===== src/sv/datsm_pkg.sv =====
package datsm_pkg;

  localparam int CODE_W     = 12;
  localparam int BASE_W     = 13;
  localparam int FAIL_W     = 12;
  localparam int LEN_IN_W   = 6;
  localparam int STATE_W    = 13;
  localparam int MAX_PASSES = 17;
  localparam int PASS_W     = 5;
  localparam int IN_TDATA_W = 72;

  localparam logic [1:0] REQ_WRITE  = 2'd0;
  localparam logic [1:0] REQ_SYMBOL = 2'd1;
  localparam logic [1:0] REQ_END    = 2'd2;

  typedef struct packed {
    logic push;
    logic flush;
  } out_ctl_t;

endpackage


===== src/sv/datsm_out_stage.sv =====
module datsm_out_stage #(
  parameter int POSITION_BITS = 20
) (
  input  logic                           clk,
  input  logic                           rst,
  input  datsm_pkg::out_ctl_t            ctl,
  input  logic [POSITION_BITS:0]         in_start,
  input  logic [POSITION_BITS-1:0]       in_end,
  output logic                           out_free,
  output logic                           m_tvalid,
  input  logic                           m_tready,
  output logic [((2*POSITION_BITS+8)/8)*8-1:0] m_tdata,
  output logic                           m_tlast
);
  import datsm_pkg::*;

  localparam int PB  = POSITION_BITS;
  localparam int ODW = ((2*PB+8)/8)*8;

  logic            hold_valid;
  logic [PB:0]     hold_start;
  logic [PB-1:0]   hold_end;
  logic [PB:0]     out_start;
  logic [PB-1:0]   out_end;

  // one result is held back so that the last of a run can be flagged
  assign out_free = !m_tvalid || m_tready;
  assign m_tdata  = {{(ODW-2*PB-1){1'b0}}, out_end, out_start};

  always_ff @(posedge clk) begin
    if (rst) begin
      hold_valid <= 1'b0;
      m_tvalid   <= 1'b0;
    end else begin
      if (m_tvalid && m_tready) begin
        m_tvalid <= 1'b0;
      end
      if (out_free) begin
        if (ctl.push) begin
          if (hold_valid) begin
            m_tvalid  <= 1'b1;
            out_start <= hold_start;
            out_end   <= hold_end;
            m_tlast   <= 1'b0;
          end
          hold_start <= in_start;
          hold_end   <= in_end;
          hold_valid <= 1'b1;
        end else if (ctl.flush && hold_valid) begin
          m_tvalid   <= 1'b1;
          out_start  <= hold_start;
          out_end    <= hold_end;
          m_tlast    <= 1'b1;
          hold_valid <= 1'b0;
        end
      end
    end
  end

endmodule


===== config.mk =====
export PLATFORM = sky130hd
export DESIGN_NAME = datsm_out_stage
export DESIGN_NICKNAME = d
export VERILOG_FILES = /design/src/sv/datsm_pkg.sv /design/src/sv/datsm_out_stage.sv
export SDC_FILE = /design/constraint.sdc
export NUM_CORES = 1
export LEC_CHECK = 0
export ABC_AREA = 1
export BUFFER_PORTS_ARGS = -buffer_cell sky130_fd_sc_hd__buf_2
export CORE_ASPECT_RATIO = 1.1
export CORE_MARGIN = 1
export CORE_UTILIZATION = 48
export CTS_CLUSTER_DIAMETER = 40
export DETAILED_ROUTE_END_ITERATION = 8
export GPL_TIMING_DRIVEN = 0
export PLACE_DENSITY = 0.89
export SKIP_LAST_GASP = 1
export SLEW_MARGIN = 15
export SYNTH_ARGS = -nofsm -noshare
export SYNTH_HDL_FRONTEND = slang
export SYNTH_SLANG_ARGS = --single-unit

===== constraint.sdc =====
create_clock -name clk -period 3.7 [get_ports clk]
set_clock_uncertainty 0.2 [all_clocks]
set_input_delay 0.555 -clock clk [delete_from_list [all_inputs] [get_ports clk]]
set_output_delay 0.555 -clock clk [all_outputs]
set_load 0.01 [all_outputs]

==> results.md <==
* Critical Path End Type: flip-flop
* Core Box Area at between 5000 and 6000 um^2
* Vias in the first global route at approximately 1200
* Die area at 5860 um^2
* Final Non-Filler Cells at between 200 and 300
* # Post-CTS Setup Buffers at 0
* Nets at between 200 and 300
* Crit share post-route at 47.0%
* Worst-Skew Late Latency at 0.34 ns
* CTS resizes at 0
* Mapped Avg Cell Area at roughly 24 um^2
* Total Wirelength at around 3700 um
* Slew Viols, Final at 0
* Clock buffer count from CTS at 9
* Layout area overhead at 28.1%
* # H-tree levels at 3
* Worst setup path start: m_tvalid
* Global route total overflow at 0
* Initial Util at roughly half
* Endpoints failing hold at 0
* Netlist cell types at 12
* Clk sinks at 85
* Die X-Extent at 73.1 um
* Number of buffers inserted by hold repair at cts at 0
* Antenna viol nets, final at 0
* Synth Register Bits at 85
* Pre-Repair DR Iteration Count at 4
* Final Setup Violations at 0
* Worst EP required at roughly 3.5 ns
* DP HPWL at between 2000 and 3000 um
* Max Freq at roughly 580 MHz
* Root Buffer Master: clkbuf_8
* Routed len/inst at 12.4 um
* Cells after Synth at roughly 110
* Layout cells sized above 1 at about half
* Post-Place Cells at 283
* RR Startpoint: m_tvalid
* CP endpoint: hold_end[10]
* Antenna violations before repair at 0
* Worst hold path class: in -> reg
* Critical path startpoint category: flip-flop
* IO Count at 97
* Crit-path max FO at between 40 and 50
* DR vias at ~1300
* R2R cell count at 3
* Largest net degree at the start of global routing at 42
* Synth Warn # at 0
* Site Rows at 28
* Outcome: finished, final reports clean
* Crit path DAT at around 1.5 ns
* Core Util, Final at 63.7%
* First-pass GRT wire length at about 5400 um
* Flop2flop setup slack at 1.96 ns
* Initial DRC Count at 64
* Leak at ~0.0013 uW
* CTS tree: done
* Worst Tran Pin Value at ~0.81 ns
* Max-slew headroom at 45.8%
* Placer Congestion at around 0.68
* Unrepaired setup endpoints after global routing: false
* R2r endpoint: hold_end[10]
* Crit path time final at between 1.5 and 2 ns
* Vias/cell at roughly 4.3
* Antenna diodes at 0
* Buffer levels on the longest clock path at 2
* Cell area after synthesis at 2670 um^2
* Fillers at between 300 and 400
* Crit Path Category: reg -> reg
* Maximum VDD drop at roughly 0.00034 V
* Max-cap violations at 0
* PwrDens at slightly above 500 nW/um^2
* GRT Total Usage at ~13%
* I/O Buffers at ~90
* CTS clk-pin slew, worst paths at around 0.080 ns
* Residual DRC at 0
* Sequential area share after synthesis at 94.9%
* Die Ht at ~80 um
## flip-flops by register name (all words and copies together) (netlist names)
register    count
hold_end       20
out_end        20
out_start      21
hold_valid      1
m_tvalid        1
hold_start     21
m_tlast         1
## placed cells by master (no fill, tap or decap), types with 2 or more instances in the layout
cell type / count
buf_4: 7
dfxtp_1: 2
inv_1: 4
clkbuf_8: 9
conb_1: 7
inv_2: 2
o21ai_0: 2
clkbuf_1: 3
buf_2: 89
nand2_1: 6
clkinv_2: 2
clkinvlp_4: 2
edfxtp_1: 83
## synthesized netlist by cell type
master / instances / area (um^2)
conb_1: 1 / 3.75
nand3_1: 1 / 5.00
edfxtp_1: 83 / 2490
buf_4: 7 / 52.6
o21ai_0: 2 / 10.0
inv_1: 5 / 18.8
nor2_1: 2 / 7.51
nand2_2: 1 / 6.26
dfxtp_1: 2 / 40.0
inv_2: 1 / 3.75
a21oi_1: 1 / 5.00
nand2_1: 6 / 22.5
## worst min-delay path by stage
stage,startpoint,end,slack (ns),depth (start not counted)
final,in_end[9],hold_end[9],0.19,1
after global routing,in_start[19],hold_start[19],0.17,1
after CTS,in_start[2],hold_start[2],0.17,1
after detailed placement,hold_end[2],out_end[2],0.20,0
after global placement,hold_end[0],out_end[0],0.20,0
after floorplan,hold_end[0],out_end[0],0.20,0
## layout make-up
cell class	count	area, um^2	area share (%)
Clock buffer	12	135	3.95
Inverter	6	22.5	0.659
Multi-Input combinational cell	20	90.1	2.64
Tap cell	75	93.8	2.75
Buffer	7	52.6	1.54
Timing Repair Buffer	90	465	13.6
Sequential cell	85	2530	74.1
Clock inverter	4	25.0	0.732
## routing by layer
| metal | routed length (um) | track usage (%) | part of all wire, % | vias to the layer above |
|---|---|---|---|---|
| met2 | 1720 | 19.4 | 46 | 75 |
| met3 | 449 | 7.15 | 12 | 6 |
| met4 | 60 | 8.82 | 1.6 | 0 |
| li1 | - | - | - | 620 |
| met5 | 0 | 0 | 0 | - |
| met1 | 1480 | 15.6 | 40 | 571 |
## cells by family (layout without fill, tap and decap cells)
logic type,Yosys count,in the layout,synth area share (%)
simple gates,10,10,1.55
compound gates,3,3,0.563
other cells,1,7,0.141
flops,85,85,94.9
buf+inv,13,119,2.81
## metrics by stage
| step | setup slack, ns | area, um^2 | setup TNS (ns) | total power, uW | hold WS (ns) |
|---|---|---|---|---|---|
| floorplan | 0.525 | 2690 | 0 | 1190 | 0.200 |
| global placement | -0.160 | 3230 | -6.63 | 1240 | 0.200 |
| detailed placement | 1.61 | 3260 | 0 | 1250 | 0.205 |
| CTS | 1.93 | 3420 | 0 | 1770 | 0.173 |
| global route | 1.81 | 3420 | 0 | 1830 | 0.167 |
| finish | 1.96 | 3420 | 0 | 1750 | 0.187 |
## power by group
part	total [uW]	internal [uW]	switching, uW
combinational	102	42.2	59.5
clock	531	242	289
sequential	1120	1110	10.2
total	1750	1390	359
## worst max-delay path, cell delays in order (launching register included)
cell and delay (ns):
dfxtp_1 0.33, nand2_2 0.10, nand3_1 0.11, inv_2 0.61
No activity file was read; power rests on OpenSTA's default activity.
